==> src/rtl/srt_pkg.sv <==
// ----------------------------------------------------------------------------
// srt_pkg
// types, constants and helpers of the start tree reaction timer
// ----------------------------------------------------------------------------
`default_nettype none

package srt_pkg;

  // field widths
  localparam int TIME_W     = 16;
  localparam int STATE_W    = 4;
  localparam int LAMP_W     = 6;
  localparam int RUNS_W     = 4;
  localparam int TAP_W      = 3;
  localparam int CFG_IDX_W  = 3;
  localparam int CFG_DATA_W = 16;

  // reaction history
  localparam int HIST_DEPTH = 12;
  localparam int HIST_IDX_W = (HIST_DEPTH > 1) ? $clog2(HIST_DEPTH) : 1;
  localparam int FILL_W     = $clog2(HIST_DEPTH + 1);
  localparam int SUM_W      = TIME_W + $clog2(HIST_DEPTH);

  // serial divider, two quotient bits per cycle
  localparam int DIV_STEPS  = (SUM_W + 1) / 2;
  localparam int DIV_W      = 2 * DIV_STEPS;
  localparam int DIV_CNT_W  = $clog2(DIV_STEPS + 1);

  localparam logic [TIME_W-1:0] TIME_MAX        = {TIME_W{1'b1}};
  localparam logic [TAP_W-1:0]  TAP_MAX         = {TAP_W{1'b1}};
  localparam logic [TIME_W-1:0] STAGE_DELAY_RST = TIME_W'(2000);

  // configuration register indexes
  localparam logic [CFG_IDX_W-1:0] CFG_PRE_HOLD   = CFG_IDX_W'(0);
  localparam logic [CFG_IDX_W-1:0] CFG_TAP_WINDOW = CFG_IDX_W'(1);
  localparam logic [CFG_IDX_W-1:0] CFG_FULL_STEP  = CFG_IDX_W'(2);
  localparam logic [CFG_IDX_W-1:0] CFG_SHORT_STEP = CFG_IDX_W'(3);
  localparam logic [CFG_IDX_W-1:0] CFG_TAPS       = CFG_IDX_W'(4);

  // configuration reset values
  localparam logic [TIME_W-1:0] PRE_HOLD_RST   = TIME_W'(500);
  localparam logic [TIME_W-1:0] TAP_WINDOW_RST = TIME_W'(1500);
  localparam logic [TIME_W-1:0] FULL_STEP_RST  = TIME_W'(500);
  localparam logic [TIME_W-1:0] SHORT_STEP_RST = TIME_W'(100);
  localparam logic [TAP_W-1:0]  TAPS_RST       = TAP_W'(3);

  // lamp bits
  localparam logic [LAMP_W-1:0] LAMP_STAGE = LAMP_W'(6'h01);
  localparam logic [LAMP_W-1:0] LAMP_AMB1  = LAMP_W'(6'h02);
  localparam logic [LAMP_W-1:0] LAMP_AMB2  = LAMP_W'(6'h04);
  localparam logic [LAMP_W-1:0] LAMP_AMB3  = LAMP_W'(6'h08);
  localparam logic [LAMP_W-1:0] LAMP_GREEN = LAMP_W'(6'h10);
  localparam logic [LAMP_W-1:0] LAMP_RED   = LAMP_W'(6'h20);

  typedef enum logic [STATE_W-1:0] {
    PH_IDLE      = 4'd0,
    PH_PRE       = 4'd1,
    PH_STAGE     = 4'd2,
    PH_AMB1      = 4'd3,
    PH_AMB2      = 4'd4,
    PH_AMB3      = 4'd5,
    PH_GREEN     = 4'd6,
    PH_RED_END   = 4'd7,
    PH_GREEN_END = 4'd8
  } phase_e;

  typedef enum logic [1:0] {
    CTL_IDLE,
    CTL_READ,
    CTL_DIV,
    CTL_LOAD
  } ctl_e;

  typedef struct packed {
    logic [TIME_W-1:0] pre_hold;
    logic [TIME_W-1:0] tap_window;
    logic [TIME_W-1:0] full_step;
    logic [TIME_W-1:0] short_step;
    logic [TAP_W-1:0]  taps;
  } cfg_t;

  // sequencer status towards the top level
  typedef struct packed {
    phase_e            phase;
    logic              short_mode;
    logic              rec;
    logic [TIME_W-1:0] rec_time;
    logic [TIME_W-1:0] red_total;
  } seq_status_t;

  // history status towards the top level
  typedef struct packed {
    logic [TIME_W-1:0] last;
    logic [TIME_W-1:0] best;
    logic [TIME_W-1:0] avg;
    logic [FILL_W-1:0] fill;
    logic              div_done;
  } hist_status_t;

  typedef struct packed {
    logic [STATE_W-1:0] tree_state;
    logic [LAMP_W-1:0]  lamps;
    logic               short_mode;
    logic               reaction_valid;
    logic [TIME_W-1:0]  last_reaction_ms;
    logic [TIME_W-1:0]  best_reaction_ms;
    logic [TIME_W-1:0]  average_reaction_ms;
    logic [RUNS_W-1:0]  runs_stored;
    logic [TIME_W-1:0]  red_light_total;
  } out_item_t;

  // lamp pattern shown in each phase
  function automatic logic [LAMP_W-1:0] lamp_code(phase_e ph);
    logic [LAMP_W-1:0] l;
    unique case (ph)
      PH_STAGE:     l = LAMP_STAGE;
      PH_AMB1:      l = LAMP_STAGE | LAMP_AMB1;
      PH_AMB2:      l = LAMP_STAGE | LAMP_AMB1 | LAMP_AMB2;
      PH_AMB3:      l = LAMP_STAGE | LAMP_AMB1 | LAMP_AMB2 | LAMP_AMB3;
      PH_GREEN:     l = LAMP_STAGE | LAMP_AMB1 | LAMP_AMB2 | LAMP_AMB3 | LAMP_GREEN;
      PH_RED_END:   l = LAMP_RED;
      PH_GREEN_END: l = LAMP_GREEN;
      default:      l = '0;
    endcase
    return l;
  endfunction

endpackage

`default_nettype wire

==> src/rtl/srt_if.sv <==
// ----------------------------------------------------------------------------
// srt_in_if / srt_out_if
// valid/ready channels for tick transactions and result transactions
// ----------------------------------------------------------------------------
`default_nettype none

interface srt_in_if;
  import srt_pkg::*;

  logic              valid;
  logic              ready;
  logic              button_pressed;
  logic [TIME_W-1:0] stage_delay_draw;

  modport source (output valid, output button_pressed, output stage_delay_draw,
                  input ready);
  modport sink   (input valid, input button_pressed, input stage_delay_draw,
                  output ready);
endinterface

interface srt_out_if;
  import srt_pkg::*;

  logic               valid;
  logic               ready;
  logic [STATE_W-1:0] tree_state;
  logic [LAMP_W-1:0]  lamps;
  logic               short_mode;
  logic               reaction_valid;
  logic [TIME_W-1:0]  last_reaction_ms;
  logic [TIME_W-1:0]  best_reaction_ms;
  logic [TIME_W-1:0]  average_reaction_ms;
  logic [RUNS_W-1:0]  runs_stored;
  logic [TIME_W-1:0]  red_light_total;

  modport source (output valid, output tree_state, output lamps, output short_mode,
                  output reaction_valid, output last_reaction_ms,
                  output best_reaction_ms, output average_reaction_ms,
                  output runs_stored, output red_light_total, input ready);
  modport sink   (input valid, input tree_state, input lamps, input short_mode,
                  input reaction_valid, input last_reaction_ms,
                  input best_reaction_ms, input average_reaction_ms,
                  input runs_stored, input red_light_total, output ready);
endinterface

`default_nettype wire

==> src/rtl/start_tree_reaction_timer.sv <==
// ----------------------------------------------------------------------------
// start_tree_reaction_timer
// drag-race start tree with reaction timing and a twelve-run history
// ----------------------------------------------------------------------------
// Each input transaction is one millisecond tick and gives exactly one result
// transaction. A tick that records no reaction goes from acceptance to the
// result register through accept, history ram read and load. A tick that
// records a reaction also writes the history ram and runs the serial average
// divider, which produces two quotient bits per cycle over a 20-bit sum,
// between the ram read and the load. The next tick is accepted once the result
// is in the output register, even while that result still waits to be taken.
// Configuration writes are taken at any time but are meant for idle periods.
`default_nettype none

module start_tree_reaction_timer (
  input  wire logic                          clk_i,
  input  wire logic                          rst_ni,
  srt_in_if.sink                             in_i,
  srt_out_if.source                          out_o,
  input  wire logic                          cfg_we_i,
  input  wire logic [srt_pkg::CFG_IDX_W-1:0]  cfg_idx_i,
  input  wire logic [srt_pkg::CFG_DATA_W-1:0] cfg_data_i
);
  import srt_pkg::*;

  ctl_e         ctl_q, ctl_d;
  cfg_t         cfg_q;
  out_item_t    out_q;
  logic         out_valid_q, out_valid_d;
  logic         in_fire;
  logic         hist_upd;
  logic         out_load;
  seq_status_t  seq_st;
  hist_status_t hist_st;

  // configuration registers
  always_ff @(posedge clk_i or negedge rst_ni) begin
    if (!rst_ni) begin
      cfg_q.pre_hold   <= PRE_HOLD_RST;
      cfg_q.tap_window <= TAP_WINDOW_RST;
      cfg_q.full_step  <= FULL_STEP_RST;
      cfg_q.short_step <= SHORT_STEP_RST;
      cfg_q.taps       <= TAPS_RST;
    end else if (cfg_we_i) begin
      unique case (cfg_idx_i)
        CFG_PRE_HOLD:   cfg_q.pre_hold   <= cfg_data_i;
        CFG_TAP_WINDOW: cfg_q.tap_window <= cfg_data_i;
        CFG_FULL_STEP:  cfg_q.full_step  <= cfg_data_i;
        CFG_SHORT_STEP: cfg_q.short_step <= cfg_data_i;
        CFG_TAPS:       cfg_q.taps       <= cfg_data_i[TAP_W-1:0];
        default: ;
      endcase
    end
  end

  assign in_fire = in_i.valid && in_i.ready;

  srt_seq u_seq (
    .clk_i    (clk_i),
    .rst_ni   (rst_ni),
    .step_i   (in_fire),
    .held_i   (in_i.button_pressed),
    .draw_i   (in_i.stage_delay_draw),
    .cfg_i    (cfg_q),
    .status_o (seq_st)
  );

  srt_hist u_hist (
    .clk_i    (clk_i),
    .rst_ni   (rst_ni),
    .rd_i     (in_fire),
    .upd_i    (hist_upd),
    .time_i   (seq_st.rec_time),
    .status_o (hist_st)
  );

  // transaction control next state
  always_comb begin
    ctl_d = ctl_q;
    unique case (ctl_q)
      CTL_IDLE: if (in_fire) ctl_d = CTL_READ;
      CTL_READ: ctl_d = seq_st.rec ? CTL_DIV : CTL_LOAD;
      CTL_DIV:  if (hist_st.div_done) ctl_d = CTL_LOAD;
      CTL_LOAD: if (!out_valid_q || out_o.ready) ctl_d = CTL_IDLE;
      default:  ctl_d = CTL_IDLE;
    endcase
  end

  // transaction control outputs
  always_comb begin
    in_i.ready = (ctl_q == CTL_IDLE);
    hist_upd   = (ctl_q == CTL_READ) && seq_st.rec;
    out_load   = (ctl_q == CTL_LOAD) && (!out_valid_q || out_o.ready);
  end

  always_comb begin
    out_valid_d = out_valid_q;
    if (out_load) out_valid_d = 1'b1;
    else if (out_o.ready) out_valid_d = 1'b0;
  end

  always_ff @(posedge clk_i or negedge rst_ni) begin
    if (!rst_ni) begin
      ctl_q       <= CTL_IDLE;
      out_valid_q <= 1'b0;
    end else begin
      ctl_q       <= ctl_d;
      out_valid_q <= out_valid_d;
    end
  end

  // result register
  always_ff @(posedge clk_i) begin
    if (out_load) begin
      out_q.tree_state          <= seq_st.phase;
      out_q.lamps               <= lamp_code(seq_st.phase);
      out_q.short_mode          <= seq_st.short_mode;
      out_q.reaction_valid      <= seq_st.rec;
      out_q.last_reaction_ms    <= hist_st.last;
      out_q.best_reaction_ms    <= hist_st.best;
      out_q.average_reaction_ms <= hist_st.avg;
      out_q.runs_stored         <= RUNS_W'(hist_st.fill);
      out_q.red_light_total     <= seq_st.red_total;
    end
  end

  assign out_o.valid               = out_valid_q;
  assign out_o.tree_state          = out_q.tree_state;
  assign out_o.lamps               = out_q.lamps;
  assign out_o.short_mode          = out_q.short_mode;
  assign out_o.reaction_valid      = out_q.reaction_valid;
  assign out_o.last_reaction_ms    = out_q.last_reaction_ms;
  assign out_o.best_reaction_ms    = out_q.best_reaction_ms;
  assign out_o.average_reaction_ms = out_q.average_reaction_ms;
  assign out_o.runs_stored         = out_q.runs_stored;
  assign out_o.red_light_total     = out_q.red_light_total;

endmodule

`default_nettype wire

==> src/rtl/srt_ram.sv <==
// ----------------------------------------------------------------------------
// srt_ram
// generic single write port, single read port ram with registered read
// ----------------------------------------------------------------------------
`default_nettype none

module srt_ram #(
  parameter int WIDTH = 16,
  parameter int DEPTH = 12,
  parameter int ADDR_W = (DEPTH > 1) ? $clog2(DEPTH) : 1
) (
  input  wire logic              clk_i,
  input  wire logic              we_i,
  input  wire logic [ADDR_W-1:0] waddr_i,
  input  wire logic [WIDTH-1:0]  wdata_i,
  input  wire logic              re_i,
  input  wire logic [ADDR_W-1:0] raddr_i,
  output logic      [WIDTH-1:0]  rdata_o
);

  logic [WIDTH-1:0] mem_q [DEPTH];

  // write port
  always_ff @(posedge clk_i) begin
    if (we_i) begin
      mem_q[waddr_i] <= wdata_i;
    end
  end

  // registered read port
  always_ff @(posedge clk_i) begin
    if (re_i) begin
      rdata_o <= mem_q[raddr_i];
    end
  end

endmodule

`default_nettype wire

==> src/rtl/srt_div.sv <==
// ----------------------------------------------------------------------------
// srt_div
// restoring divider of the history sum by the fill count, two bits a cycle
// ----------------------------------------------------------------------------
`default_nettype none

module srt_div (
  input  wire logic                      clk_i,
  input  wire logic                      rst_ni,
  input  wire logic                      start_i,
  input  wire logic [srt_pkg::SUM_W-1:0]  dividend_i,
  input  wire logic [srt_pkg::FILL_W-1:0] divisor_i,
  output logic                           done_o,
  output logic      [srt_pkg::TIME_W-1:0] quotient_o
);
  import srt_pkg::*;

  logic                 busy_q, busy_d;
  logic                 done_q, done_d;
  logic [DIV_CNT_W-1:0] cnt_q, cnt_d;
  logic [FILL_W:0]      rem_q, rem_d;
  logic [DIV_W-1:0]     quo_q, quo_d;
  logic [FILL_W-1:0]    dvs_q;
  logic [FILL_W:0]      shifted;
  logic                 last_step;

  assign last_step = busy_q && (cnt_q == DIV_CNT_W'(DIV_STEPS - 1));

  // two restoring steps; dividend bits leave the top of quo as quotient enters below
  always_comb begin
    rem_d = rem_q;
    quo_d = quo_q;
    shifted = '0;
    for (int k = 0; k < 2; k++) begin
      shifted = {rem_d[FILL_W-1:0], quo_d[DIV_W-1]};
      quo_d   = {quo_d[DIV_W-2:0], 1'b0};
      if (shifted >= {1'b0, dvs_q}) begin
        rem_d    = shifted - {1'b0, dvs_q};
        quo_d[0] = 1'b1;
      end else begin
        rem_d = shifted;
      end
    end
  end

  // control next values
  always_comb begin
    busy_d = busy_q;
    cnt_d  = cnt_q;
    done_d = 1'b0;
    if (start_i) begin
      busy_d = 1'b1;
      cnt_d  = '0;
    end else if (busy_q) begin
      cnt_d = cnt_q + DIV_CNT_W'(1);
      if (last_step) begin
        busy_d = 1'b0;
        done_d = 1'b1;
      end
    end
  end

  // control registers
  always_ff @(posedge clk_i or negedge rst_ni) begin
    if (!rst_ni) begin
      busy_q <= 1'b0;
      done_q <= 1'b0;
      cnt_q  <= '0;
    end else begin
      busy_q <= busy_d;
      done_q <= done_d;
      cnt_q  <= cnt_d;
    end
  end

  // datapath registers
  always_ff @(posedge clk_i) begin
    if (start_i) begin
      rem_q <= '0;
      quo_q <= DIV_W'(dividend_i);
      dvs_q <= divisor_i;
    end else if (busy_q) begin
      rem_q <= rem_d;
      quo_q <= quo_d;
    end
  end

  assign done_o     = done_q;
  assign quotient_o = quo_q[TIME_W-1:0];

endmodule

`default_nettype wire

==> src/rtl/srt_hist.sv <==
// ----------------------------------------------------------------------------
// srt_hist
// reaction history ring in ram with running sum, fill count, best and average
// ----------------------------------------------------------------------------
`default_nettype none

module srt_hist (
  input  wire logic                      clk_i,
  input  wire logic                      rst_ni,
  input  wire logic                      rd_i,
  input  wire logic                      upd_i,
  input  wire logic [srt_pkg::TIME_W-1:0] time_i,
  output srt_pkg::hist_status_t          status_o
);
  import srt_pkg::*;

  logic [HIST_IDX_W-1:0] ptr_q, ptr_d;
  logic [FILL_W-1:0]     fill_q, fill_d;
  logic [SUM_W-1:0]      sum_q, sum_d;
  logic [TIME_W-1:0]     best_q, best_d;
  logic [TIME_W-1:0]     last_q, last_d;
  logic [TIME_W-1:0]     avg_q;
  logic [TIME_W-1:0]     oldest;
  logic [TIME_W-1:0]     quotient;
  logic                  full;
  logic                  div_done;

  // ring storage, the entry under the pointer is the oldest once full
  srt_ram #(
    .WIDTH (TIME_W),
    .DEPTH (HIST_DEPTH)
  ) u_ram (
    .clk_i   (clk_i),
    .we_i    (upd_i),
    .waddr_i (ptr_q),
    .wdata_i (time_i),
    .re_i    (rd_i),
    .raddr_i (ptr_q),
    .rdata_o (oldest)
  );

  assign full = (fill_q == FILL_W'(HIST_DEPTH));

  // record a new time: drop the oldest when full, advance the pointer
  always_comb begin
    ptr_d  = ptr_q;
    fill_d = fill_q;
    sum_d  = sum_q;
    best_d = best_q;
    last_d = last_q;
    if (upd_i) begin
      ptr_d  = (ptr_q == HIST_IDX_W'(HIST_DEPTH - 1)) ? '0 : ptr_q + HIST_IDX_W'(1);
      fill_d = full ? fill_q : fill_q + FILL_W'(1);
      sum_d  = sum_q - (full ? SUM_W'(oldest) : '0) + SUM_W'(time_i);
      last_d = time_i;
      if ((best_q == '0) || (time_i < best_q)) begin
        best_d = time_i;
      end
    end
  end

  // floor average of the updated history
  srt_div u_div (
    .clk_i      (clk_i),
    .rst_ni     (rst_ni),
    .start_i    (upd_i),
    .dividend_i (sum_d),
    .divisor_i  (fill_d),
    .done_o     (div_done),
    .quotient_o (quotient)
  );

  always_ff @(posedge clk_i or negedge rst_ni) begin
    if (!rst_ni) begin
      ptr_q  <= '0;
      fill_q <= '0;
      sum_q  <= '0;
      best_q <= '0;
      last_q <= '0;
      avg_q  <= '0;
    end else begin
      ptr_q  <= ptr_d;
      fill_q <= fill_d;
      sum_q  <= sum_d;
      best_q <= best_d;
      last_q <= last_d;
      if (div_done) begin
        avg_q <= quotient;
      end
    end
  end

  assign status_o.last     = last_q;
  assign status_o.best     = best_q;
  assign status_o.avg      = avg_q;
  assign status_o.fill     = fill_q;
  assign status_o.div_done = div_done;

endmodule

`default_nettype wire

==> src/rtl/srt_seq.sv <==
// ----------------------------------------------------------------------------
// srt_seq
// start light sequencer: phases, phase timer, tap counting and red count
// ----------------------------------------------------------------------------
`default_nettype none

module srt_seq (
  input  wire logic                      clk_i,
  input  wire logic                      rst_ni,
  input  wire logic                      step_i,
  input  wire logic                      held_i,
  input  wire logic [srt_pkg::TIME_W-1:0] draw_i,
  input  wire srt_pkg::cfg_t             cfg_i,
  output srt_pkg::seq_status_t           status_o
);
  import srt_pkg::*;

  phase_e            phase_q, phase_d;
  logic [TIME_W-1:0] timer_q, timer_d;
  logic [TIME_W-1:0] delay_q, delay_d;
  logic              short_q, short_d;
  logic [TAP_W-1:0]  tally_q, tally_d;
  logic [TIME_W-1:0] since_q, since_d;
  logic [TIME_W-1:0] red_q, red_d;
  logic              rec_q, rec_d;
  logic [TIME_W-1:0] rec_time_q, rec_time_d;

  logic [TIME_W-1:0] timer_inc;
  logic [TIME_W-1:0] since_inc;
  logic [TIME_W-1:0] limit;
  logic              hit;
  logic              tapped;
  logic              enter_end;

  assign timer_inc = (timer_q == TIME_MAX) ? timer_q : timer_q + TIME_W'(1);
  assign since_inc = (since_q == TIME_MAX) ? since_q : since_q + TIME_W'(1);

  // length of the current timed phase
  always_comb begin
    unique case (phase_q)
      PH_PRE:   limit = cfg_i.pre_hold;
      PH_STAGE: limit = delay_q;
      default:  limit = short_q ? cfg_i.short_step : cfg_i.full_step;
    endcase
  end

  assign hit    = (timer_inc >= limit);
  assign tapped = step_i && (phase_q == PH_PRE) && !held_i;

  // phase next state
  always_comb begin
    phase_d = phase_q;
    if (step_i) begin
      unique case (phase_q)
        PH_IDLE:  if (held_i) phase_d = PH_PRE;
        PH_PRE: begin
          if (!held_i) phase_d = PH_IDLE;
          else if (hit) phase_d = PH_STAGE;
        end
        PH_STAGE: begin
          if (!held_i) phase_d = PH_IDLE;
          else if (hit) phase_d = PH_AMB1;
        end
        PH_AMB1: begin
          if (!held_i) phase_d = PH_RED_END;
          else if (hit) phase_d = PH_AMB2;
        end
        PH_AMB2: begin
          if (!held_i) phase_d = PH_RED_END;
          else if (hit) phase_d = PH_AMB3;
        end
        PH_AMB3: begin
          if (!held_i) phase_d = PH_RED_END;
          else if (hit) phase_d = PH_GREEN;
        end
        PH_GREEN: if (!held_i) phase_d = PH_GREEN_END;
        PH_RED_END, PH_GREEN_END: if (held_i) phase_d = PH_IDLE;
        default: phase_d = PH_IDLE;
      endcase
    end
  end

  assign enter_end = (phase_d != phase_q) &&
                     ((phase_d == PH_RED_END) || (phase_d == PH_GREEN_END));

  // timers, taps, mode and counters
  always_comb begin
    logic [TAP_W-1:0] tal;
    timer_d    = timer_q;
    delay_d    = delay_q;
    short_d    = short_q;
    tally_d    = tally_q;
    since_d    = since_q;
    red_d      = red_q;
    rec_d      = rec_q;
    rec_time_d = rec_time_q;
    tal        = tally_q;
    if (step_i) begin
      since_d = since_inc;
      rec_d   = 1'b0;
      unique case (phase_q)
        PH_IDLE: if (held_i) timer_d = '0;
        PH_PRE, PH_STAGE, PH_AMB1, PH_AMB2, PH_AMB3: begin
          if (held_i) begin
            timer_d = hit ? '0 : timer_inc;
            if ((phase_q == PH_PRE) && hit) delay_d = draw_i;
          end
        end
        PH_GREEN: begin
          timer_d = timer_inc;
          if (!held_i) begin
            rec_d      = 1'b1;
            rec_time_d = timer_inc;
          end
        end
        default: ;
      endcase
      // a release during pre-stage counts as a tap
      if (tapped) begin
        if (since_inc < cfg_i.tap_window) begin
          tal = (tally_q == TAP_MAX) ? TAP_MAX : tally_q + TAP_W'(1);
        end else begin
          tal = TAP_W'(1);
        end
        since_d = '0;
        if (tal >= cfg_i.taps) begin
          short_d = ~short_q;
          tal     = '0;
        end
        tally_d = tal;
      end
      if (enter_end) tally_d = '0;
      if (enter_end && (phase_d == PH_RED_END)) red_d = red_q + TIME_W'(1);
    end
  end

  always_ff @(posedge clk_i or negedge rst_ni) begin
    if (!rst_ni) begin
      phase_q    <= PH_IDLE;
      timer_q    <= '0;
      delay_q    <= STAGE_DELAY_RST;
      short_q    <= 1'b0;
      tally_q    <= '0;
      since_q    <= '0;
      red_q      <= '0;
      rec_q      <= 1'b0;
      rec_time_q <= '0;
    end else begin
      phase_q    <= phase_d;
      timer_q    <= timer_d;
      delay_q    <= delay_d;
      short_q    <= short_d;
      tally_q    <= tally_d;
      since_q    <= since_d;
      red_q      <= red_d;
      rec_q      <= rec_d;
      rec_time_q <= rec_time_d;
    end
  end

  assign status_o.phase      = phase_q;
  assign status_o.short_mode = short_q;
  assign status_o.rec        = rec_q;
  assign status_o.rec_time   = rec_time_q;
  assign status_o.red_total  = red_q;

endmodule

`default_nettype wire

==> src/flat_wrapper.sv <==
// flat-port wrapper written by rule: the top's interface ports become plain ports
module start_tree_reaction_timer_flat import srt_pkg::*;
  (clk_i, rst_ni, cfg_we_i, cfg_idx_i, cfg_data_i, in_i_valid, in_i_button_pressed, in_i_stage_delay_draw, in_i_ready, out_o_valid, out_o_tree_state, out_o_lamps, out_o_short_mode, out_o_reaction_valid, out_o_last_reaction_ms, out_o_best_reaction_ms, out_o_average_reaction_ms, out_o_runs_stored, out_o_red_light_total, out_o_ready);
  srt_in_if in_i_i ();
  srt_out_if out_o_i ();
  input  wire logic clk_i;
  input  wire logic rst_ni;
  input  wire logic cfg_we_i;
  input  wire logic [srt_pkg::CFG_IDX_W-1:0] cfg_idx_i;
  input  wire logic [srt_pkg::CFG_DATA_W-1:0] cfg_data_i;
  input wire logic [$bits(in_i_i.valid)-1:0] in_i_valid;
  input wire logic [$bits(in_i_i.button_pressed)-1:0] in_i_button_pressed;
  input wire logic [$bits(in_i_i.stage_delay_draw)-1:0] in_i_stage_delay_draw;
  output wire logic [$bits(in_i_i.ready)-1:0] in_i_ready;
  output wire logic [$bits(out_o_i.valid)-1:0] out_o_valid;
  output wire logic [$bits(out_o_i.tree_state)-1:0] out_o_tree_state;
  output wire logic [$bits(out_o_i.lamps)-1:0] out_o_lamps;
  output wire logic [$bits(out_o_i.short_mode)-1:0] out_o_short_mode;
  output wire logic [$bits(out_o_i.reaction_valid)-1:0] out_o_reaction_valid;
  output wire logic [$bits(out_o_i.last_reaction_ms)-1:0] out_o_last_reaction_ms;
  output wire logic [$bits(out_o_i.best_reaction_ms)-1:0] out_o_best_reaction_ms;
  output wire logic [$bits(out_o_i.average_reaction_ms)-1:0] out_o_average_reaction_ms;
  output wire logic [$bits(out_o_i.runs_stored)-1:0] out_o_runs_stored;
  output wire logic [$bits(out_o_i.red_light_total)-1:0] out_o_red_light_total;
  input wire logic [$bits(out_o_i.ready)-1:0] out_o_ready;
  assign in_i_i.valid = in_i_valid;
  assign in_i_i.button_pressed = in_i_button_pressed;
  assign in_i_i.stage_delay_draw = in_i_stage_delay_draw;
  assign in_i_ready = in_i_i.ready;
  assign out_o_valid = out_o_i.valid;
  assign out_o_tree_state = out_o_i.tree_state;
  assign out_o_lamps = out_o_i.lamps;
  assign out_o_short_mode = out_o_i.short_mode;
  assign out_o_reaction_valid = out_o_i.reaction_valid;
  assign out_o_last_reaction_ms = out_o_i.last_reaction_ms;
  assign out_o_best_reaction_ms = out_o_i.best_reaction_ms;
  assign out_o_average_reaction_ms = out_o_i.average_reaction_ms;
  assign out_o_runs_stored = out_o_i.runs_stored;
  assign out_o_red_light_total = out_o_i.red_light_total;
  assign out_o_i.ready = out_o_ready;
  start_tree_reaction_timer u_core (.clk_i(clk_i), .rst_ni(rst_ni), .in_i(in_i_i), .out_o(out_o_i), .cfg_we_i(cfg_we_i), .cfg_idx_i(cfg_idx_i), .cfg_data_i(cfg_data_i));
endmodule
==> config.mk <==
export PLATFORM = sky130hd
export DESIGN_NAME = start_tree_reaction_timer_flat
export DESIGN_NICKNAME = d
export VERILOG_FILES = /design/src/rtl/srt_pkg.sv /design/src/rtl/srt_if.sv /design/src/rtl/start_tree_reaction_timer.sv /design/src/rtl/srt_ram.sv /design/src/rtl/srt_div.sv /design/src/rtl/srt_hist.sv /design/src/rtl/srt_seq.sv /design/src/flat_wrapper.sv
export SDC_FILE = /design/constraint.sdc
export NUM_CORES = 1
export LEC_CHECK = 0
export BUFFER_PORTS_ARGS = -buffer_cell sky130_fd_sc_hd__buf_2
export CORE_ASPECT_RATIO = 1.75
export CORE_MARGIN = 8
export CORE_UTILIZATION = 65
export DETAILED_ROUTE_END_ITERATION = 10
export GPL_TIMING_DRIVEN = 0
export PLACE_DENSITY = 0.87
export SYNTH_ARGS = -nofsm -noshare
export SYNTH_HDL_FRONTEND = slang
export SYNTH_SLANG_ARGS = --single-unit
==> constraint.sdc <==
create_clock -name clk_i -period 11.1 [get_ports clk_i]
set_input_delay 0.555 -clock clk_i [delete_from_list [all_inputs] [get_ports clk_i]]
set_output_delay 0.555 -clock clk_i [all_outputs]
set_load 0.02 [all_outputs]
== Word level (Yosys, flattened, before mapping) ==
Memory sizes are Yosys's and may differ from the RTL's. A register that Yosys moved wholly into a read port is not among the register bits.
Index checks and enable logic that the tools add are counted.
Storage, ports and cells
  flip-flop bits (word level): 349
  RAM bits: 192
  input bits: 41
  output and inout port bits: 82
  word-level logic and storage cells: 185
  memories: 1
Cells by class
  add/sub/neg operators: 11
  order comparisons: 6
  equal/unequal tests: 29
  mux-type cells: 62
  bitwise operators: 2
  reductions and logical operators: 37
Memory list
  u_core.u_hist.u_ram.mem_q: depth 12, bits a word 16, read ports 1, clocked after memory_dff 1, wr ports 1, line srt_ram.sv:21  | logic [WIDTH-1:0] mem_q [DEPTH];
Operator list (number)
  2-to-1 mux 16 bit: 8
  2-to-1 mux 4 bit: 21
  2-to-1 mux 20 bit: 3
  adder 16 x 1 -> 16 bit (second input constant): 3
  one-hot mux 16 bit (3 select lines): 1
  one-hot mux 6 bit (7 select lines): 1
  == test 16 bit (second input constant): 2
  less-than comparator 16 bit: 2
  one-hot mux 16 bit (2 select lines): 1
  one-hot mux 4 bit (8 select lines): 1
  2-to-1 mux 3 bit: 7
  adder 20 x 16 -> 20 bit: 1
  == test 4 x 3 -> 1 bit (second input constant): 5
  == test 4 bit (second input constant): 5
  subtractor 20 x 16 -> 20 bit: 1
  greater-or-equal comparator 16 bit: 1
  zero test 16 bit: 1
  AND reduction 2 bit: 8
  2-to-1 mux 1 bit: 15
  adder 4 x 1 -> 4 bit (second input constant): 3
  greater-or-equal comparator 5 x 4 -> 1 bit: 2
  logical AND 1 bit: 9
  AND reduction 3 bit: 3
  == test 4 x 2 -> 1 bit (second input constant): 2
  25 further kinds: 41

== Logic depth before layout (Yosys ltp) ==
Gate-level depths: netlist of the first run.
  depth in word-level cells: 12
  mapped depth: 24
  depth with buffers taken out: 23

== By module ==
Synthesis of the first run repeated with hierarchy kept, for this count alone.
Unflattened totals
  cell total of the unflattened synthesis: 2013
  area total of the unflattened synthesis: 26534.2 µm²
By module, submodules not included
  srt_ram: instances 1, cells each 342, area each 7770.0 µm², seq. area each 6246.0 µm²
  srt_seq: instances 1, cells each 716, area each 6398.6 µm², seq. area each 2234.6 µm²
  start_tree_reaction_timer: instances 1, cells each 264, area each 5318.9 µm², seq. area each 4184.0 µm²
  srt_hist: instances 1, cells each 520, area each 5034.8 µm², seq. area each 1901.8 µm²
  srt_div: instances 1, cells each 171, area each 2011.9 µm², seq. area each 950.9 µm²

== Worst setup path before layout of the first run ==
OpenSTA, ideal clock, no wires.
  path kind: register to register
  start point: reg u_core.u_seq.timer_q[4]
  end point: reg u_core.u_seq.rec_time_q[11]
  library setup time: 125 ps
  arrival time: 4183 ps
  required time: 10975 ps
  path slack: 6792 ps
  cell stages (with the launch flop): 21
  path buffers: 3
  clock period less this slack: 4308 ps
  path through: dfrtp_1 > nand3_1 > nor2_1 > nand4_1 > or4_1 > clkbuf_1 > nand2b_1 > nor2_1 > xor2_1 > ha_1 > a21oi_1 > nor2_1 > nor4_2 > o21a_1 > buf_6 > a31oi_1 > o21a_1 > or3_4 > nor2_8 > buf_12 > mux2_4
Between the ends
  word-level cells in the longest chain between the ends: 2
  elaborated cells between the ends (all ways): 3
  those cells by class: add/sub: 1; eq/ne: 1; mux: 1
Ends and longest elaborated chain
  start: declaration: line srt_seq.sv:19  | logic [TIME_W-1:0] timer_q, timer_d;
  start signal: assignment: line srt_seq.sv:150  | timer_q <= timer_d;
  adder 16 x 1 -> 16 bit / == test 16 bit (equally long branches): line srt_seq.sv:35  | assign timer_inc = (timer_q == TIME_MAX) ? timer_q : timer_q + TIME_W'(1);
  2-to-1 mux 16 bit (*): line srt_seq.sv:35
  net u_core.u_seq.timer_inc[11]: line srt_seq.sv:28  | logic [TIME_W-1:0] timer_inc;
  end signal: assignment: line srt_seq.sv:157  | rec_time_q <= rec_time_d;
  end: declaration: line srt_seq.sv:26  | logic [TIME_W-1:0] rec_time_q, rec_time_d;
Mark *: on every way through the listed nets, which the timed path passes. The rest lies on a longest branch.
A chain may end at the register's enable or synchronous reset.

== Worst setup path in the final report of the first run ==
  start point: reg u_core.u_seq.short_q
  end point: reg u_core.u_seq.red_q[9]
Between the ends
  word-level cells in the longest chain between the ends: 12
  elaborated cells between the ends (all ways): 22
  those cells by class: order compare: 1; eq/ne: 3; mux: 14; reduce/logical: 4
Ends and longest elaborated chain
  start: declaration: line srt_seq.sv:21  | logic short_q, short_d;
  start signal: assignment: line srt_seq.sv:152  | short_q <= short_d;
  2-to-1 mux 16 bit (*): line srt_seq.sv:43  | default: limit = short_q ? cfg_i.short_step : cfg_i.full_step;
  one-hot mux 16 bit (2 select lines) (*): line srt_seq.sv:40  | unique case (phase_q)
  greater-or-equal comparator 16 bit (*): line srt_seq.sv:47  | assign hit = (timer_inc >= limit);
  2-to-1 mux 4 bit (on tied branches) (2 in series)
  one-hot mux 4 bit (8 select lines) (*): line srt_seq.sv:54  | unique case (phase_q)
  2-to-1 mux 4 bit (*): line srt_seq.sv:53  | if (step_i) begin
  == test 4 x 3 -> 1 bit / == test 4 bit (equally long branches): line srt_seq.sv:84, srt_seq.sv:133
  logical OR 1 bit: line srt_seq.sv:84  | ((phase_d == PH_RED_END) || (phase_d == PH_GREEN_END));
  logical AND 1 bit: line srt_seq.sv:83  | assign enter_end = (phase_d != phase_q) &&
  logical AND 1 bit (*): line srt_seq.sv:133  | if (enter_end && (phase_d == PH_RED_END)) red_d = red_q + TIME_W'(1);
  AND reduction 2 bit (no source line) (*)
  end signal: assignment: line srt_seq.sv:155  | red_q <= red_d;
  end: declaration: line srt_seq.sv:24  | logic [TIME_W-1:0] red_q, red_d;
Every way passes the cells marked *; elsewhere a longest branch is shown, timed or not.

==> results of run 1 <==
[worst paths after layout]
path,startpoint,endpoint,slack [ns],cells past startpoint
max,u_core.u_seq.short_q,u_core.u_seq.red_q[9],5.34,19
min,rst_ni,u_core.u_hist.u_div.cnt_q[1],-0.04,1
max reg2reg,u_core.u_seq.short_q,u_core.u_seq.red_q[9],5.34,19
min reg2reg,u_core.u_hist.avg_q[2],u_core.out_o.average_reaction_ms[2],0.44,0
max in group asynchronous,rst_ni,u_core.cfg_q[25],10.24,2
min in group clk_i,in_i_stage_delay_draw[9],u_core.u_seq.delay_q[9],0.21,2
[state kept, by name, indices dropped and copies added, names as in the netlist, 20 cells and up]
signal and flops:
u_core.u_hist.u_ram.mem_q 192, u_core.cfg_q 67, u_core.u_hist.sum_q 20, u_core.u_hist.u_div.quo_q 20
[through the flow]
stage | setup slack [ns] | instances
after CTS | 5.48 | 2699
final | 5.34 | 2699
after floorplan | 6.79 | 1984
after detailed placement | 5.59 | 2609
after global placement | 5.23 | 2596
after global routing | 5.19 | 2699
[layout make-up]
| type | instances | area, um^2 | share of cell area [%] |
|---|---|---|---|
| Clock buffer | 70 | 1390 | 4.82 |
| Sequential cell | 557 | 15500 | 53.9 |
| Multi-Input combinational cell | 1201 | 9330 | 32.4 |
| Tap cell | 490 | 613 | 2.13 |
| Timing Repair Buffer | 135 | 846 | 2.94 |
| Buffer | 83 | 382 | 1.33 |
| Inverter | 143 | 537 | 1.87 |
| Clock inverter | 20 | 159 | 0.552 |
[synthesized netlist by cell type (33+ instances only)]
master	n	share of area [%]
sky130_fd_sc_hd__a21oi_1	70	1.4
sky130_fd_sc_hd__xnor2_1	34	1.2
sky130_fd_sc_hd__a21o_1	33	0.96
sky130_fd_sc_hd__nand2_1	172	2.5
sky130_fd_sc_hd__o21ai_0	136	2.6
sky130_fd_sc_hd__ha_1	93	4.5
sky130_fd_sc_hd__mux4_2	48	4.2
sky130_fd_sc_hd__mux2_2	94	4.1
sky130_fd_sc_hd__dfrtp_1	211	21
sky130_fd_sc_hd__clkbuf_1	58	0.85
sky130_fd_sc_hd__edfxtp_1	312	36
sky130_fd_sc_hd__mux2i_1	58	2.3
sky130_fd_sc_hd__nor2_1	115	1.7
sky130_fd_sc_hd__inv_1	142	2.1
sky130_fd_sc_hd__nor3_1	44	0.86
[power groups by stage]
stage,logic [mW],registers [mW],clock network (mW)
finish,1.06,2.50,1.66
global route,1.14,2.52,1.74
CTS,1.05,2.50,1.67
detailed placement,1.04,2.54,0
global placement,0.991,2.54,0
floorplan,0.574,2.65,0
[critical path, delay by kind of cell (launching register included)]
family	cells	cell delay, ns
multiplexers	2	0.51
AO/OA/AOI/OAI	6	1.27
AND/OR/NAND/NOR	5	1.07
buffers and inverters	4	1.89
flip-flops	1	0.44
adder cells (fa/ha/maj)	1	0.29
XOR/XNOR	1	0.19
[kinds of logic (layout without fill, tap and decap cells)]
| family | Yosys count | in the layout |
|---|---|---|
| multiplexers | 206 | 206 |
| flip-flops | 557 | 557 |
| buffers and inverters | 226 | 451 |
| adder cells (fa/ha/maj) | 111 | 111 |
| XOR/XNOR | 60 | 60 |
| AND/OR/NAND/NOR | 468 | 468 |
| AO/OA/AOI/OAI | 356 | 356 |
[layer usage]
| metal | global-route usage, % | wire [um] |
|---|---|---|
| met5 | 0 | 0 |
| met2 | 54.2 | 36500 |
| met1 | 26.6 | 20300 |
| met4 | 22.6 | 5630 |
| met3 | 4.24 | 3470 |
==> run metrics, run 1 <==
number of levels the H-tree was split into=2; number of global-route vias before repair=18500; clock insertion delay at the later pin of the skew report=0.59 ns; leading cell types in the layout, fill and taps excluded=312 x sky130_fd_sc_hd__edfxtp_1, 211 x sky130_fd_sc_hd__dfrtp_1, 172 x sky130_fd_sc_hd__nand2_1; root cell of the clock tree=sky130_fd_sc_hd__clkbuf_16; Post-Synthesis Mean Instance Area=13.0 um^2; largest clock skew in the final design=0.0230 ns; half-perimeter wire length of the detailed placement result=47400 um; fmax=0.174 GHz; delay of the slowest cell on the worst path=0.82 ns; width of the die=166 um; CTS hold repair buffers=0; Hold WC Path Type=in -> async; antenna violations before repair=0; setup repair after global routing missed its margin=no; leak pwr=11.6 nW; final layout net count=2321; area after detailed placement=0.0272 mm^2; starting density of the core=65.7%; global route total overflow=0; Tightest Pin Transition=1.21 ns; CP Launch Type=register; Warnings, synthesis=0; highest fanout seen on the critical path=10; number of inserted filler cells in the final layout=2406; buffer depth of the longest clock path=3; Die Area=0.0464 mm^2; number of buffers created by CTS=48; largest net degree at the start of global routing=84; combinational family with the most area after synthesis=multiplexers; post-synthesis async set-or-reset flop share=43.3%; Post-synth EDFFs=312; PwrDens=181 mW/mm^2; adder and majority cell fraction of the synthesized area=5.92%; status=finished with violations; sum of negative setup slack=0 ns; Crit Path Class=reg -> reg; sequential area share after synthesis=60.3%; most common library cell in the layout ignoring fill and taps=sky130_fd_sc_hd__edfxtp_1; fin crit share=51.9%; dominant register cell in the synthesized netlist=sky130_fd_sc_hd__edfxtp_1; Residual DRC=0; Synth Area in Simple Gates=8.59%; number of design-rule violations left by the first detailed-router iteration=1388; maximum resistive drop on vdd=0.179 mV; register bit count reported by yosys=557; Setup-failing EPs final=0; final WL=65900 um; Post-Syn Nets=2136; number of distinct library cells after synthesis=78; instance count of the mapped netlist=1984; sequential cell fraction of total power=47.9%; number of diodes=0; num rows=96; total standard cell area after synthesis=0.0257 mm^2; clock transition at the registers of the reported paths=0.06 ns; number of buffer cells added on primary ports=122; CP endpoint kind=register; Comb pwr share=20.2%; total via count after detailed routing=17100; xor and xnor area share after synthesis=2.04%; critical path data arrival time=6.27 ns; Hold WS=-0.0370 ns; Worst slew margin=19.4%; core area=0.0392 mm^2; RD Place Congestion=0.946; max-slew violation total from the final report=0; mux share of post-synthesis cell area=10.9%; share of total power in the clock network=31.9%; data required time of the critical path=11.60 ns; final standard cell utilization of the core=73.5%; Power, Total=5.22 mW; detail-routed net length per standard cell=24.4 um; max-cap viol count=0; post-CTS setup buffers=0; P&R area growth vs syn=11.9%; number of antenna-violating nets in the routed design=0; final design instance area without fill=0.0288 mm^2; layout cells sized above 1=19.6%; Sw Pwr=1.53 mW; Sw Ratio=29.4%; number of vias per cell=6.33; slowest library cell on the worst path=sky130_fd_sc_hd__clkbuf_1; number of top-level pins=123; first-pass GRT wire length=102000 um; cells traversed along the worst timing path=clkbuf_1, clkbuf_1, mux2i_1, mux2i_1, nor2_1, a21oi_1, o21ai_0, ha_1, nand4_1, nor2_1, nor4_2, o21a_1, buf_6, a21oi_1, o21ai_0, o2111ai_2, buf_2, nor3_2, xor2_1; CTS Sinks=557; vertical extent of the die=279 um; global routing usage summed across all routing layers=28.5%; compound-gate portion of the synthesized area=8.62%; minimum clock period=5.76 ns; total internal power=3.69 mW; violated checks=hold timing; post-cts repair resize count=0; CTS tree=built; endpoints failing hold=29; First-pass DRT Iterations=6
(Power assumes the default switching activity.)
==> inputs of run 2 (changes only) <==
- CORE_UTILIZATION: 65 -> 62
- PLACE_DENSITY: 0.87 -> 0.83
- clock period: 11.1 -> 5.7 ns (I/O delays scaled with it)
==> run 2 against run 1 <==
Final area up 1.1%. Clock-buffer cell count down 5. Largest power group unchanged. Register-to-register slack worse by 5.0 ns. Clock skew down 0.0036 ns. Worst hold slack better by 0.072 ns. The run now ends clean. Cell count up 3.2%. Critical path depth up 1. Global-route usage down 2.1 points. Non-clock buffer count up 22. Wire length down 3.8%. Total power up 95%.
==> run metrics, run 2 (synthesis results as in run 1) <==
Crit Path Class=reg -> reg; width of the die=170 um (+2.2%); maximum resistive drop on vdd=0.319 mV (+78%); Residual DRC=0 (unchanged); final layout net count=2343 (+0.95%); largest net degree at the start of global routing=128 (+52%); core area=0.0414 mm^2 (+5.7%); num rows=99 (+3.1%); number of levels the H-tree was split into=2 (unchanged); number of buffers created by CTS=48 (unchanged); max-slew violation total from the final report=0 (unchanged); flip-flop count of the largest register, all copies and words added=192 (unchanged); global routing usage summed across all routing layers=26.4% (-2.1 points); final standard cell utilization of the core=70.3% (-3.2 points); First-pass DRT Iterations=6 (unchanged); Hold Crit Start=cfg_data_i[5]; half-perimeter wire length of the detailed placement result=45900 um (-3.2%); placed instance count=2673 (+2.5%); number of antenna-violating nets in the routed design=0 (unchanged); fin crit share=93.7% (+42 points); fmax=0.187 GHz (+8.0%); highest fanout seen on the critical path=10 (unchanged); minimum clock period=5.34 ns (-0.425 ns); share of total power in the clock network=32.3% (+0.4 points); RD Place Congestion=0.899 (-5.0%); Sw Ratio=29.2% (-0.15 points); max-cap viol count=0 (unchanged); layout cells sized above 1=19.8% (+0.12 points); leading cell types in the layout, fill and taps excluded=312 x sky130_fd_sc_hd__edfxtp_1, 211 x sky130_fd_sc_hd__dfrtp_1, 172 x sky130_fd_sc_hd__nand2_1; status=finished, final reports clean; Die Area=0.0485 mm^2 (+4.5%); setup repair after global routing missed its margin=no; total via count after detailed routing=16900 (-1.4%); first-pass GRT wire length=98700 um (-3.2%); Hold WS=0.0347 ns (+0.0717 ns); post-CTS setup buffers=0 (unchanged); sequential cell fraction of total power=47.7% (-0.2 points); Sw Pwr=2.97 mW (+94%); final design instance area without fill=0.0291 mm^2 (+1.1%); Tightest Pin Transition=1.23 ns (+0.0260 ns); largest clock skew in the final design=0.0193 ns (-0.00365 ns); Comb pwr share=20.0% (-0.2 points); clock insertion delay at the later pin of the skew report=0.57 ns (-0.02 ns); filler-free cell count of the finished design=2786 (+3.2%); pre-CTS worst setup slack=0.102 ns (-5.49 ns); startpoint of the lowest-slack register-to-register path=u_core.u_seq.timer_q[4]; number of buffer cells added on primary ports=122 (unchanged); biggest registers after layout=u_core.u_hist.u_ram.mem_q: 192 flops, u_core.cfg_q: 67 flops; vertical extent of the die=285 um (+2.3%); critical path data arrival time=5.83 ns (-0.44 ns); final WL=63400 um (-3.8%); antenna violations before repair=0 (unchanged); number of design-rule violations left by the first detailed-router iteration=1359 (-2.1%); detail-routed net length per standard cell=22.7 um (-6.8%); cell depth of the worst hold path=3; area after detailed placement=0.0273 mm^2 (+0.18%); CP Launch Type=register; CTS tree=built; total internal power=7.21 mW (+96%); number of top-level pins=123 (unchanged); WHS Endpoint=u_core.cfg_q[40]; clock transition at the registers of the reported paths=0.07 ns (about the same); root cell of the clock tree=sky130_fd_sc_hd__clkbuf_16; CTS Sinks=557 (unchanged); buffer depth of the longest clock path=3 (unchanged); final worst slack=0.362 ns (-4.97 ns); Worst R2R Setup Slack=0.36 ns (-4.97 ns); starting density of the core=62.2% (-3.5 points); endpoints failing hold=0 (-100%); Worst slew margin=16.8% (-2.6 points); most common library cell in the layout ignoring fill and taps=sky130_fd_sc_hd__edfxtp_1; Setup-failing EPs final=0 (unchanged); PwrDens=350 mW/mm^2 (+93%); count of cells along the worst register-to-register path=20 (+1); Power, Total=10.2 mW (+95%); number of global-route vias before repair=18100 (-2.2%); leak pwr=11.8 nW (+1.3%); endpoint of the worst register-to-register path=u_core.u_seq.red_q[9]; register with the most flip-flops=u_core.u_hist.u_ram.mem_q; Hold WC Path Type=in -> reg; global route total overflow=0 (unchanged); number of diodes=0 (unchanged); P&R area growth vs syn=13.1%; data required time of the critical path=6.20 ns (-5.40 ns); sum of negative setup slack=0 ns (unchanged); CP endpoint kind=register; number of vias per cell=6.05 (-4.5%)
run 2: repair_timing:
action | in CTS | in global routing
gates resized for setup | 0 | 5
hold buffers | 23 | 0
endpoints found under the setup margin | 0 | 32
hold endpoints to repair | 136 | 0
run 2: final cells by class:
cell class / count / area, um^2
clock buffer: 65 / 1350
buffer: 83 / 383
multi-input combinational: 1201 / 9340
sequential: 557 / 15500
inverter: 143 / 537
fill: 2753 / 12300
tap: 555 / 694
timing repair buffer: 157 / 1050
clock inverter: 25 / 216
run 2: power groups by stage:
stage	clock [mW]	combinational (mW)	sequential [mW]
CTS	3.31	2.04	4.86
global route	3.45	2.22	4.90
finish	3.28	2.04	4.86
global placement	0	1.93	4.94
detailed placement	0	2.01	4.93
floorplan	0	1.12	5.15
run 2: worst max path at each step:
| stage | to | startpoint | cells past startpoint |
|---|---|---|---|
| after global routing | u_core.u_seq.rec_time_q[12] | u_core.u_seq.timer_q[4] | 20 |
| after global placement | u_core.cfg_q[35] | rst_ni | 1 |
| after detailed placement | u_core.u_seq.rec_time_q[9] | u_core.u_seq.short_q | 19 |
| after CTS | u_core.u_seq.rec_time_q[14] | u_core.u_seq.short_q | 19 |
| final | u_core.u_seq.red_q[9] | u_core.u_seq.timer_q[4] | 20 |
| after floorplan | u_core.u_seq.rec_time_q[11] | u_core.u_seq.timer_q[4] | 20 |
run 2: worst max-delay path, cell delays in order (launching register included):
cell and delay (ns):
sky130_fd_sc_hd__dfrtp_1 0.45, sky130_fd_sc_hd__nand3_1 0.13, sky130_fd_sc_hd__nor2_1 0.24, sky130_fd_sc_hd__nand4_1 0.25
sky130_fd_sc_hd__or4_1 0.56, sky130_fd_sc_hd__clkbuf_1 0.24, sky130_fd_sc_hd__nand2b_1 0.18, sky130_fd_sc_hd__nor2_1 0.08
sky130_fd_sc_hd__xor2_1 0.28, sky130_fd_sc_hd__ha_1 0.30, sky130_fd_sc_hd__a21oi_1 0.16, sky130_fd_sc_hd__nor2_1 0.06
sky130_fd_sc_hd__nor4_2 0.48, sky130_fd_sc_hd__o21a_1 0.22, sky130_fd_sc_hd__buf_6 0.14, sky130_fd_sc_hd__a21oi_1 0.06
sky130_fd_sc_hd__o21ai_0 0.36, sky130_fd_sc_hd__o2111ai_2 0.35, sky130_fd_sc_hd__buf_2 0.32, sky130_fd_sc_hd__nor3_2 0.24
sky130_fd_sc_hd__xor2_1 0.16
run 2: per-layer routing:
| layer | track usage, % | vias up | wire [um] |
|---|---|---|---|
| li1 | - | 7558 | - |
| met1 | 25.3 | 8316 | 20200 |
| met2 | 50.0 | 730 | 35100 |
| met3 | 3.75 | 250 | 3250 |
| met4 | 19.1 | 0 | 4870 |
| met5 | 0 | - | 0 |
